`config.mk`:
```
export PLATFORM = sky130hd
export DESIGN_NAME = plc_serial_frame_builder_flat
export DESIGN_NICKNAME = d
export VERILOG_FILES = /design/src/hw/rtl/psfb_pkg.sv /design/src/hw/rtl/psfb_ifs.sv /design/src/hw/rtl/plc_serial_frame_builder.sv /design/src/hw/rtl/psfb_front.sv /design/src/hw/rtl/psfb_queue.sv /design/src/hw/rtl/psfb_back.sv /design/src/flat_wrapper.sv
export SDC_FILE = /design/constraint.sdc
export NUM_CORES = 1
export LEC_CHECK = 0
export BUFFER_PORTS_ARGS = -buffer_cell sky130_fd_sc_hd__buf_2
export CORE_ASPECT_RATIO = 2
export CORE_UTILIZATION = 53
export CTS_CLUSTER_SIZE = 12
export DETAILED_ROUTE_END_ITERATION = 16
export GPL_ROUTABILITY_DRIVEN = 0
export PLACE_DENSITY = 0.7
export RECOVER_POWER = 25
export SYNTH_ARGS = -nofsm -noshare
export SYNTH_HDL_FRONTEND = slang
export SYNTH_SLANG_ARGS = --single-unit
```
`constraint.sdc`:
```
create_clock -name clk -period 4.55 [get_ports clk]
set_input_delay 0.455 -clock clk [delete_from_list [all_inputs] [get_ports clk]]
set_output_delay 0.455 -clock clk [all_outputs]
set_load 0.1 [all_outputs]
```
`src/hw/rtl/psfb_pkg.sv`:
```
package psfb_pkg;

    // Framing characters.
    localparam logic [7:0] CH_STX = 8'h02;
    localparam logic [7:0] CH_ETX = 8'h03;

    // Station number after reset.
    localparam logic [7:0] STATION_RESET = 8'h01;

    // Default depth of the queue between the front and back parts (at least 2).
    localparam int QUEUE_DEPTH = 4;

    // One classified payload byte, as handed from the front to the back part.
    typedef struct packed {
        logic [7:0] data;
        logic       first;
        logic       last;
        logic [7:0] stn_hi;
        logic [7:0] stn_lo;
        logic [7:0] sum;
    } psfb_entry_t;

    // Write side of the queue.
    typedef struct packed {
        logic        valid;
        psfb_entry_t entry;
    } psfb_push_t;

    // Read side of the queue: the oldest entry, shown ahead of the pop.
    typedef struct packed {
        logic        valid;
        psfb_entry_t entry;
    } psfb_head_t;

    // Fill status of the queue.
    typedef struct packed {
        logic full;
        logic empty;
    } psfb_q_stat_t;

    // Uppercase ASCII hex digit of one nibble.
    function automatic logic [7:0] hex_char(input logic [3:0] nib);
        logic [7:0] r;
        if (nib < 4'd10)
        begin
            r = 8'h30 + {4'h0, nib};
        end
        else
        begin
            r = 8'h37 + {4'h0, nib};
        end
        return r;
    endfunction

endpackage

```
`src/hw/rtl/psfb_ifs.sv`:
```
// Payload channel: one command byte per beat.
interface psfb_in_if;
    logic       valid;
    logic       ready;
    logic [7:0] payload_byte;
    logic       payload_last;

    modport source (output valid, output payload_byte, output payload_last, input ready);
    modport sink (input valid, input payload_byte, input payload_last, output ready);
endinterface

// Frame channel: one frame byte per beat.
interface psfb_out_if;
    logic       valid;
    logic       ready;
    logic [7:0] frame_byte;
    logic       frame_end;

    modport source (output valid, output frame_byte, output frame_end, input ready);
    modport sink (input valid, input frame_byte, input frame_end, output ready);
endinterface

```
`src/hw/rtl/plc_serial_frame_builder.sv`:
```
// Channel   Direction  Beat contents
// payload   in         payload_byte[7:0], payload_last
// frame     out        frame_byte[7:0], frame_end (set on ETX)
// cfg       in         cfg_we, cfg_wdata[7:0] = station_number
//
// Frame beats leave at one per cycle while entries wait and the frame side is ready;
// a middle payload beat yields one frame beat, an opening beat four, a closing beat
// four, a lone beat seven, set by the back sequencer. A payload beat passes through
// the entry queue and the output register on its way to the frame port. Reset sets
// the station number to 1, closes any frame and empties the queue. The payload side
// stalls only when the queue of DEPTH entries is full; a stalled frame beat holds in
// the output register.
module plc_serial_frame_builder #(
    parameter int DEPTH = psfb_pkg::QUEUE_DEPTH
) (
    input  logic       clk,
    input  logic       rst_n,
    input  logic       cfg_we,
    input  logic [7:0] cfg_wdata,
    psfb_in_if.sink    payload,
    psfb_out_if.source frame
);

    logic [7:0]             station_number_reg;
    psfb_pkg::psfb_push_t   push;
    psfb_pkg::psfb_head_t   head;
    psfb_pkg::psfb_q_stat_t q_stat;
    logic                   pop;

    // Station number register.
    always_ff @(posedge clk or negedge rst_n)
    begin
        if (!rst_n)
        begin
            station_number_reg <= psfb_pkg::STATION_RESET;
        end
        else if (cfg_we)
        begin
            station_number_reg <= cfg_wdata;
        end
    end

    // Front part: accepts payload beats and works out header and checksum.
    psfb_front u_front (
        .clk            (clk),
        .rst_n          (rst_n),
        .station_number (station_number_reg),
        .payload        (payload),
        .q_stat         (q_stat),
        .push           (push)
    );

    // Entry queue between the two parts.
    psfb_queue #(
        .DEPTH (DEPTH)
    ) u_queue (
        .clk    (clk),
        .rst_n  (rst_n),
        .push   (push),
        .pop    (pop),
        .head   (head),
        .q_stat (q_stat)
    );

    // Back part: emits the frame beats of each entry.
    psfb_back u_back (
        .clk   (clk),
        .rst_n (rst_n),
        .head  (head),
        .pop   (pop),
        .frame (frame)
    );

    // The end mark rides only on the ETX byte.
    a_end_is_etx: assert property (@(posedge clk) disable iff (!rst_n)
        (frame.valid && frame.frame_end) |-> (frame.frame_byte == psfb_pkg::CH_ETX))
        else $error("frame_end set on a byte other than ETX");

    // An accepted beat is held in the queue in the following cycle.
    a_accept_queued: assert property (@(posedge clk) disable iff (!rst_n)
        (payload.valid && payload.ready) |=> !q_stat.empty)
        else $error("accepted payload beat missing from queue");

    // The queue is never popped while empty.
    a_no_empty_pop: assert property (@(posedge clk) disable iff (!rst_n)
        pop |-> head.valid)
        else $error("pop from empty queue");

endmodule

```
`src/hw/rtl/psfb_front.sv`:
```
module psfb_front (
    input  logic                  clk,
    input  logic                  rst_n,
    input  logic [7:0]            station_number,
    psfb_in_if.sink               payload,
    input  psfb_pkg::psfb_q_stat_t q_stat,
    output psfb_pkg::psfb_push_t  push
);

    logic       inside_frame_reg;
    logic       inside_frame_next;
    logic [7:0] running_sum_reg;
    logic [7:0] running_sum_next;
    logic       accept;
    logic [7:0] stn_hi;
    logic [7:0] stn_lo;
    logic [7:0] base_sum;
    logic [7:0] new_sum;

    // A beat is taken whenever the queue has room.
    assign payload.ready = !q_stat.full;
    assign accept        = payload.valid && payload.ready;

    // Header digits come from the station number as it stands when a frame opens.
    assign stn_hi   = psfb_pkg::hex_char(station_number[7:4]);
    assign stn_lo   = psfb_pkg::hex_char(station_number[3:0]);
    assign base_sum = inside_frame_reg ? running_sum_reg
                                       : 8'(psfb_pkg::CH_STX + stn_hi + stn_lo);
    assign new_sum  = base_sum + payload.payload_byte;

    // Classified entry for the back part.
    always_comb
    begin
        push.valid        = accept;
        push.entry.data   = payload.payload_byte;
        push.entry.first  = !inside_frame_reg;
        push.entry.last   = payload.payload_last;
        push.entry.stn_hi = stn_hi;
        push.entry.stn_lo = stn_lo;
        push.entry.sum    = new_sum;
    end

    // Frame state advances on each accepted beat.
    always_comb
    begin
        inside_frame_next = inside_frame_reg;
        running_sum_next  = running_sum_reg;
        if (accept)
        begin
            inside_frame_next = !payload.payload_last;
            running_sum_next  = payload.payload_last ? 8'h00 : new_sum;
        end
    end

    always_ff @(posedge clk or negedge rst_n)
    begin
        if (!rst_n)
        begin
            inside_frame_reg <= 1'b0;
            running_sum_reg  <= 8'h00;
        end
        else
        begin
            inside_frame_reg <= inside_frame_next;
            running_sum_reg  <= running_sum_next;
        end
    end

endmodule

```
`src/hw/rtl/psfb_queue.sv`:
```
module psfb_queue #(
    parameter int DEPTH = psfb_pkg::QUEUE_DEPTH
) (
    input  logic                   clk,
    input  logic                   rst_n,
    input  psfb_pkg::psfb_push_t   push,
    input  logic                   pop,
    output psfb_pkg::psfb_head_t   head,
    output psfb_pkg::psfb_q_stat_t q_stat
);

    localparam int AW = (DEPTH > 1) ? $clog2(DEPTH) : 1;
    localparam int CW = $clog2(DEPTH + 1);

    psfb_pkg::psfb_entry_t mem [DEPTH];
    logic [AW-1:0] wr_ptr_reg;
    logic [AW-1:0] wr_ptr_next;
    logic [AW-1:0] rd_ptr_reg;
    logic [AW-1:0] rd_ptr_next;
    logic [CW-1:0] count_reg;
    logic [CW-1:0] count_next;
    logic          do_push;
    logic          do_pop;

    assign q_stat.full  = (count_reg == CW'(DEPTH));
    assign q_stat.empty = (count_reg == '0);
    assign do_push      = push.valid && !q_stat.full;
    assign do_pop       = pop && !q_stat.empty;

    assign head.valid = !q_stat.empty;
    assign head.entry = mem[rd_ptr_reg];

    // Pointer and fill bookkeeping, wrapping at the depth.
    always_comb
    begin
        wr_ptr_next = wr_ptr_reg;
        rd_ptr_next = rd_ptr_reg;
        count_next  = count_reg;
        if (do_push)
        begin
            wr_ptr_next = (wr_ptr_reg == AW'(DEPTH - 1)) ? '0 : wr_ptr_reg + 1'b1;
        end
        if (do_pop)
        begin
            rd_ptr_next = (rd_ptr_reg == AW'(DEPTH - 1)) ? '0 : rd_ptr_reg + 1'b1;
        end
        if (do_push && !do_pop)
        begin
            count_next = count_reg + 1'b1;
        end
        else if (do_pop && !do_push)
        begin
            count_next = count_reg - 1'b1;
        end
    end

    always_ff @(posedge clk or negedge rst_n)
    begin
        if (!rst_n)
        begin
            wr_ptr_reg <= '0;
            rd_ptr_reg <= '0;
            count_reg  <= '0;
        end
        else
        begin
            wr_ptr_reg <= wr_ptr_next;
            rd_ptr_reg <= rd_ptr_next;
            count_reg  <= count_next;
        end
    end

    // Entry storage.
    always_ff @(posedge clk)
    begin
        if (do_push)
        begin
            mem[wr_ptr_reg] <= push.entry;
        end
    end

endmodule

```
`src/hw/rtl/psfb_back.sv`:
```
module psfb_back (
    input  logic                 clk,
    input  logic                 rst_n,
    input  psfb_pkg::psfb_head_t head,
    output logic                 pop,
    psfb_out_if.source           frame
);

    typedef enum logic [2:0] {
        PH_START,
        PH_STX,
        PH_STN_HI,
        PH_STN_LO,
        PH_DATA,
        PH_SUM_HI,
        PH_SUM_LO,
        PH_ETX
    } phase_t;

    phase_t     phase_reg;
    phase_t     phase_next;
    phase_t     cur_phase;
    logic       out_valid_reg;
    logic [7:0] out_byte_reg;
    logic       out_end_reg;
    logic       step;
    logic       done;
    logic [7:0] beat_byte;
    logic       beat_end;

    assign frame.valid      = out_valid_reg;
    assign frame.frame_byte = out_byte_reg;
    assign frame.frame_end  = out_end_reg;

    // A new beat is made when an entry waits and the output register is empty or being taken.
    assign step = head.valid && (!out_valid_reg || frame.ready);
    assign pop  = step && done;

    // Where in the current entry the sequencer stands.
    always_comb
    begin
        if (phase_reg == PH_START)
        begin
            cur_phase = head.entry.first ? PH_STX : PH_DATA;
        end
        else
        begin
            cur_phase = phase_reg;
        end
    end

    // Byte of the current phase and the phase after it.
    always_comb
    begin
        beat_byte  = head.entry.data;
        beat_end   = 1'b0;
        done       = 1'b0;
        phase_next = PH_START;
        case (cur_phase)
            PH_STX:
            begin
                beat_byte  = psfb_pkg::CH_STX;
                phase_next = PH_STN_HI;
            end
            PH_STN_HI:
            begin
                beat_byte  = head.entry.stn_hi;
                phase_next = PH_STN_LO;
            end
            PH_STN_LO:
            begin
                beat_byte  = head.entry.stn_lo;
                phase_next = PH_DATA;
            end
            PH_DATA:
            begin
                beat_byte = head.entry.data;
                if (head.entry.last)
                begin
                    phase_next = PH_SUM_HI;
                end
                else
                begin
                    done = 1'b1;
                end
            end
            PH_SUM_HI:
            begin
                beat_byte  = psfb_pkg::hex_char(head.entry.sum[7:4]);
                phase_next = PH_SUM_LO;
            end
            PH_SUM_LO:
            begin
                beat_byte  = psfb_pkg::hex_char(head.entry.sum[3:0]);
                phase_next = PH_ETX;
            end
            PH_ETX:
            begin
                beat_byte = psfb_pkg::CH_ETX;
                beat_end  = 1'b1;
                done      = 1'b1;
            end
            default:
            begin
                phase_next = PH_START;
            end
        endcase
    end

    // Sequencer state and the output register.
    always_ff @(posedge clk or negedge rst_n)
    begin
        if (!rst_n)
        begin
            phase_reg     <= PH_START;
            out_valid_reg <= 1'b0;
            out_byte_reg  <= 8'h00;
            out_end_reg   <= 1'b0;
        end
        else
        begin
            if (step)
            begin
                phase_reg     <= phase_next;
                out_valid_reg <= 1'b1;
                out_byte_reg  <= beat_byte;
                out_end_reg   <= beat_end;
            end
            else if (frame.ready)
            begin
                out_valid_reg <= 1'b0;
            end
        end
    end

endmodule

```
`src/flat_wrapper.sv`:
```
// flat-port wrapper written by rule: the top's interface ports become plain ports
module plc_serial_frame_builder_flat 
#(
    parameter int DEPTH = psfb_pkg::QUEUE_DEPTH
)
  (clk, rst_n, cfg_we, cfg_wdata, payload_valid, payload_payload_byte, payload_payload_last, payload_ready, frame_valid, frame_frame_byte, frame_frame_end, frame_ready);
  psfb_in_if payload_i ();
  psfb_out_if frame_i ();
  input  logic clk;
  input  logic rst_n;
  input  logic cfg_we;
  input  logic [7:0] cfg_wdata;
  input wire logic [$bits(payload_i.valid)-1:0] payload_valid;
  input wire logic [$bits(payload_i.payload_byte)-1:0] payload_payload_byte;
  input wire logic [$bits(payload_i.payload_last)-1:0] payload_payload_last;
  output wire logic [$bits(payload_i.ready)-1:0] payload_ready;
  output wire logic [$bits(frame_i.valid)-1:0] frame_valid;
  output wire logic [$bits(frame_i.frame_byte)-1:0] frame_frame_byte;
  output wire logic [$bits(frame_i.frame_end)-1:0] frame_frame_end;
  input wire logic [$bits(frame_i.ready)-1:0] frame_ready;
  assign payload_i.valid = payload_valid;
  assign payload_i.payload_byte = payload_payload_byte;
  assign payload_i.payload_last = payload_payload_last;
  assign payload_ready = payload_i.ready;
  assign frame_valid = frame_i.valid;
  assign frame_frame_byte = frame_i.frame_byte;
  assign frame_frame_end = frame_i.frame_end;
  assign frame_i.ready = frame_ready;
  plc_serial_frame_builder #(.DEPTH(DEPTH)) u_core (.clk(clk), .rst_n(rst_n), .cfg_we(cfg_we), .cfg_wdata(cfg_wdata), .payload(payload_i), .frame(frame_i));
endmodule
```
==> impl_metrics.py <==
metrics = {
    "global_route": {
        "overflow": 0,
        "grt_pass1_vias": 4548,
        "grt_pass1_wl_um": 24300,
        "antenna_found_initial": 0,
        "grt_start_max_net_pins": 38,
        "grt_usage_pct": 22.8,
    },
    "setup_path": {
        "cp.arrival_ps": 4420,
        "endpoint_kind": "flop",
        "r2r_cells": 17,
        "cp-start-kind": "flop",
        "r2r-end": "u_core.u_queue.mem[1][6]",
        "r2r_slack_ps": 330,
        "crit_start": "u_core.station_number_reg[5]",
        "rr_startpoint": "u_core.station_number_reg[5]",
        "path_max_fanout": 10,
        "cp.required_ps": 4750,
        "path_class": "reg2reg",
        "endpoint": "u_core.u_queue.mem[1][6]",
    },
    "floorplan": {
        "rows": 61,
        "fp.coreArea_sq_mm": 0.0140,
        "start_util_pct": 54.3,
        "die_area_sq_mm": 0.0148,
        "die_x_um": 86.6,
        "die_h_um": 171,
        "io_pins": 33,
    },
    "synth": {
        "syn_avg_cell_area_sq_um": 14.9,
        "synth_xor_area_share_pct": 2.19,
        "yosys.area_share.simple_pct": 5.92,
        "synth_fa_ha_area_share_pct": 6.40,
        "yosysSeqAreaShare_pct": 62.9,
        "syn_inst": 509,
        "ys_ff_latch": 165,
        "async_reset_ff_share_pct": 22.4,
        "synth_top_family_by_area": "multiplexers",
        "synth_area_sq_mm": 0.00759,
        "synth_mux_area_share_pct": 10.9,
        "synth_edf_count": 128,
        "synth-main-ff-cell": "edfxtp_1",
        "synth_compound_area_share_pct": 8.43,
        "synthesis.nets": 568,
        "ys_warn_count": 0,
        "synth_cell_types": 53,
    },
    "power": {
        "p_seq_share_pct": 36.6,
        "p_int_mw": 3.98,
        "p_per_area_mw_per_mm2": 748,
        "switching_share_pct": 37.8,
        "power.switching_mw": 2.42,
        "p_comb_share_pct": 40.9,
        "pwr-share-clk_pct": 22.5,
        "max-vdd-ir-drop_v": 0.000347,
        "p_leak_nw": 3.22,
    },
    "clock_network": {
        "clock_path_buffers": 2,
        "insertion_delay_ps": 420,
        "clock-sinks": 165,
        "cts_hold_buf": 0,
        "cts_tree": "built",
        "cts_inserted_buffers": 17,
        "cts_max_level": 4,
        "clkSlewWorstSetupHoldPaths_ps": 60,
        "cts_resized": 0,
        "cts_root_buffer": "clkbuf_16",
        "cts_setup_buffers": 0,
    },
    "outcome": {
        "violations": "capacitance limit, slew limit",
        "status": "finished with violations",
    },
    "timing": {
        "rsz0062_at_grt": "false",
        "tightest_slew_ps": 2260,
        "max_freq_ghz": 0.237,
        "drv_slew": 38,
        "min_period_ps": 4220,
        "finalSetupViolCount": 0,
        "finalCritPeriodShare_pct": 92.7,
        "holdWs_ps": 255,
        "finClkSkew_ps": 9.24,
        "hold_violations": 0,
        "tns_ps": 0,
        "slew-limit-headroom_pct": -50.5,
    },
    "layout": {
        "largest_reg_flops": 128,
        "n_antenna_cell": 0,
        "layout.cells.non_filler": 754,
        "areaGrowthSynthToFinish_pct": 12.7,
        "drive_above_1_share_pct": 19.1,
        "post-route-util_pct": 61.2,
        "design_area_sq_mm": 0.00855,
        "fin_nets": 611,
        "top_register": "u_core.u_queue.mem",
    },
    "routing": {
        "avgRoutedWirePerCell_um": 20.6,
        "num_vias": 4393,
        "drc": 0,
        "ant_nets": 0,
        "vias_per_cell": 5.83,
        "drtIter0Drc": 241,
        "first_pass_iters": 5,
        "routed_wl_um": 15600,
    },
    "place": {
        "place_area_sq_mm": 0.00796,
        "hpwl_um": 10600,
        "port_buffers": 32,
        "dp_cells": 722,
    },
    "min_path": {
        "holdCritPathClass": "in2reg",
    },
    "flow_run": {
        "maxCapViolCount": 1,
    },
}
## Yosys cell counts (all sizes together) (4+ instances only)
master	instances	share of area, %
o21a	4	0.40
a31oi	5	0.41
a221o	4	0.53
buf	10	0.97
dfrtp	36	12
clkbuf	8	0.40
edfxtp	128	51
nor3	7	0.46
nand2	43	2.2
ha	34	5.6
nand3	5	0.33
o21ai	29	1.9
xor2	5	0.58
a22o	6	0.69
nor2	15	0.74
mux2	8	1.2
mux4	32	9.5
and3	10	0.82
a21oi	16	1.1
o211ai	4	0.58
inv	39	1.9
xnor2	14	1.6
a21o	7	0.69
o22ai	7	0.58
## layout make-up
| type | count | area (sq um) |
|---|---|---|
| Fill cell | 1044 | 5420 |
| Sequential cell | 165 | 4770 |
| Timing Repair Buffer | 42 | 219 |
| Tap cell | 189 | 236 |
| Clock buffer | 21 | 503 |
| Clock inverter | 11 | 109 |
| Multi-Input combinational cell | 287 | 2560 |
| Inverter | 39 | 146 |
## cell usage in the layout (no fill, tap or decap), types with 10 or more instances in the layout
cell / count
dfrtp_1: 35
buf_2: 22
nand2_1: 42
nor2_1: 15
inv_1: 39
edfxtp_1: 128
xnor2_1: 14
clkbuf_16: 19
o21ai_0: 27
and3_1: 10
ha_1: 34
a21oi_1: 16
mux4_2: 32
clkbuf_1: 11
## metrics by stage
| step | total power, mW | setup slack (ps) |
|---|---|---|
| 6_report | 6.40 | 332 |
| 5_1_grt | 6.73 | 33.9 |
| 4_1_cts | 6.45 | 395 |
| 3_5_place_dp | 5.00 | 408 |
| 3_3_place_gp | 4.91 | 593 |
| 2_1_floorplan | 4.36 | 819 |
## cells by family after synthesis
logic type	count (synthesis)
flip-flops	165
AO/OA/AOI/OAI	95
AND/OR/NAND/NOR	95
buffers and inverters	57
multiplexers	41
adder cells (fa/ha/maj)	37
XOR/XNOR	19
## layer usage
metal	part of all wire (%)	track usage, %	up-vias
li1	-	-	2018
met1	38	25.9	2257
met2	57	42.0	98
met3	2.4	3.60	20
met4	2.3	9.42	0
met5	0	0	-
## power by group through the flow
stage	clock network [mW]	logic, mW	registers [mW]
6_report	1.44	2.62	2.34
5_1_grt	1.52	2.84	2.37
4_1_cts	1.46	2.64	2.34
3_5_place_dp	0	2.63	2.37
3_3_place_gp	0	2.57	2.34
2_1_floorplan	0	1.75	2.60
## worst min path at each step
stage | cells after the start | slack (ps) | from | end
CTS | 1 | 200 | rst_n | u_core.u_back.frame.valid
global route | 3 | 240 | cfg_wdata[6] | u_core.station_number_reg[6]
detailed placement | 2 | 460 | u_core.u_back.frame.frame_byte[7] | u_core.u_back.frame.frame_byte[7]
global placement | 2 | 450 | u_core.u_back.frame.frame_end | u_core.u_back.frame.frame_end
floorplan | 0 | 160 | rst_n | u_core.station_number_reg[1]
finish | 3 | 260 | cfg_wdata[6] | u_core.station_number_reg[6]
## worst max-delay path: stages, from the launching register on
cell,delay (ps)
dfrtp_1,400
o21ai_1,120
clkbuf_1,340
nand2_1,110
o21ai_0,210
inv_1,90
ha_1,300
inv_1,40
ha_1,220
fa_1,410
xnor2_1,280
o21ai_0,140
ha_1,370
o21ai_0,130
a21boi_0,240
o21ai_0,120
and2_1,190
xnor2_1,300
No activity file was read; power rests on OpenSTA's default activity.
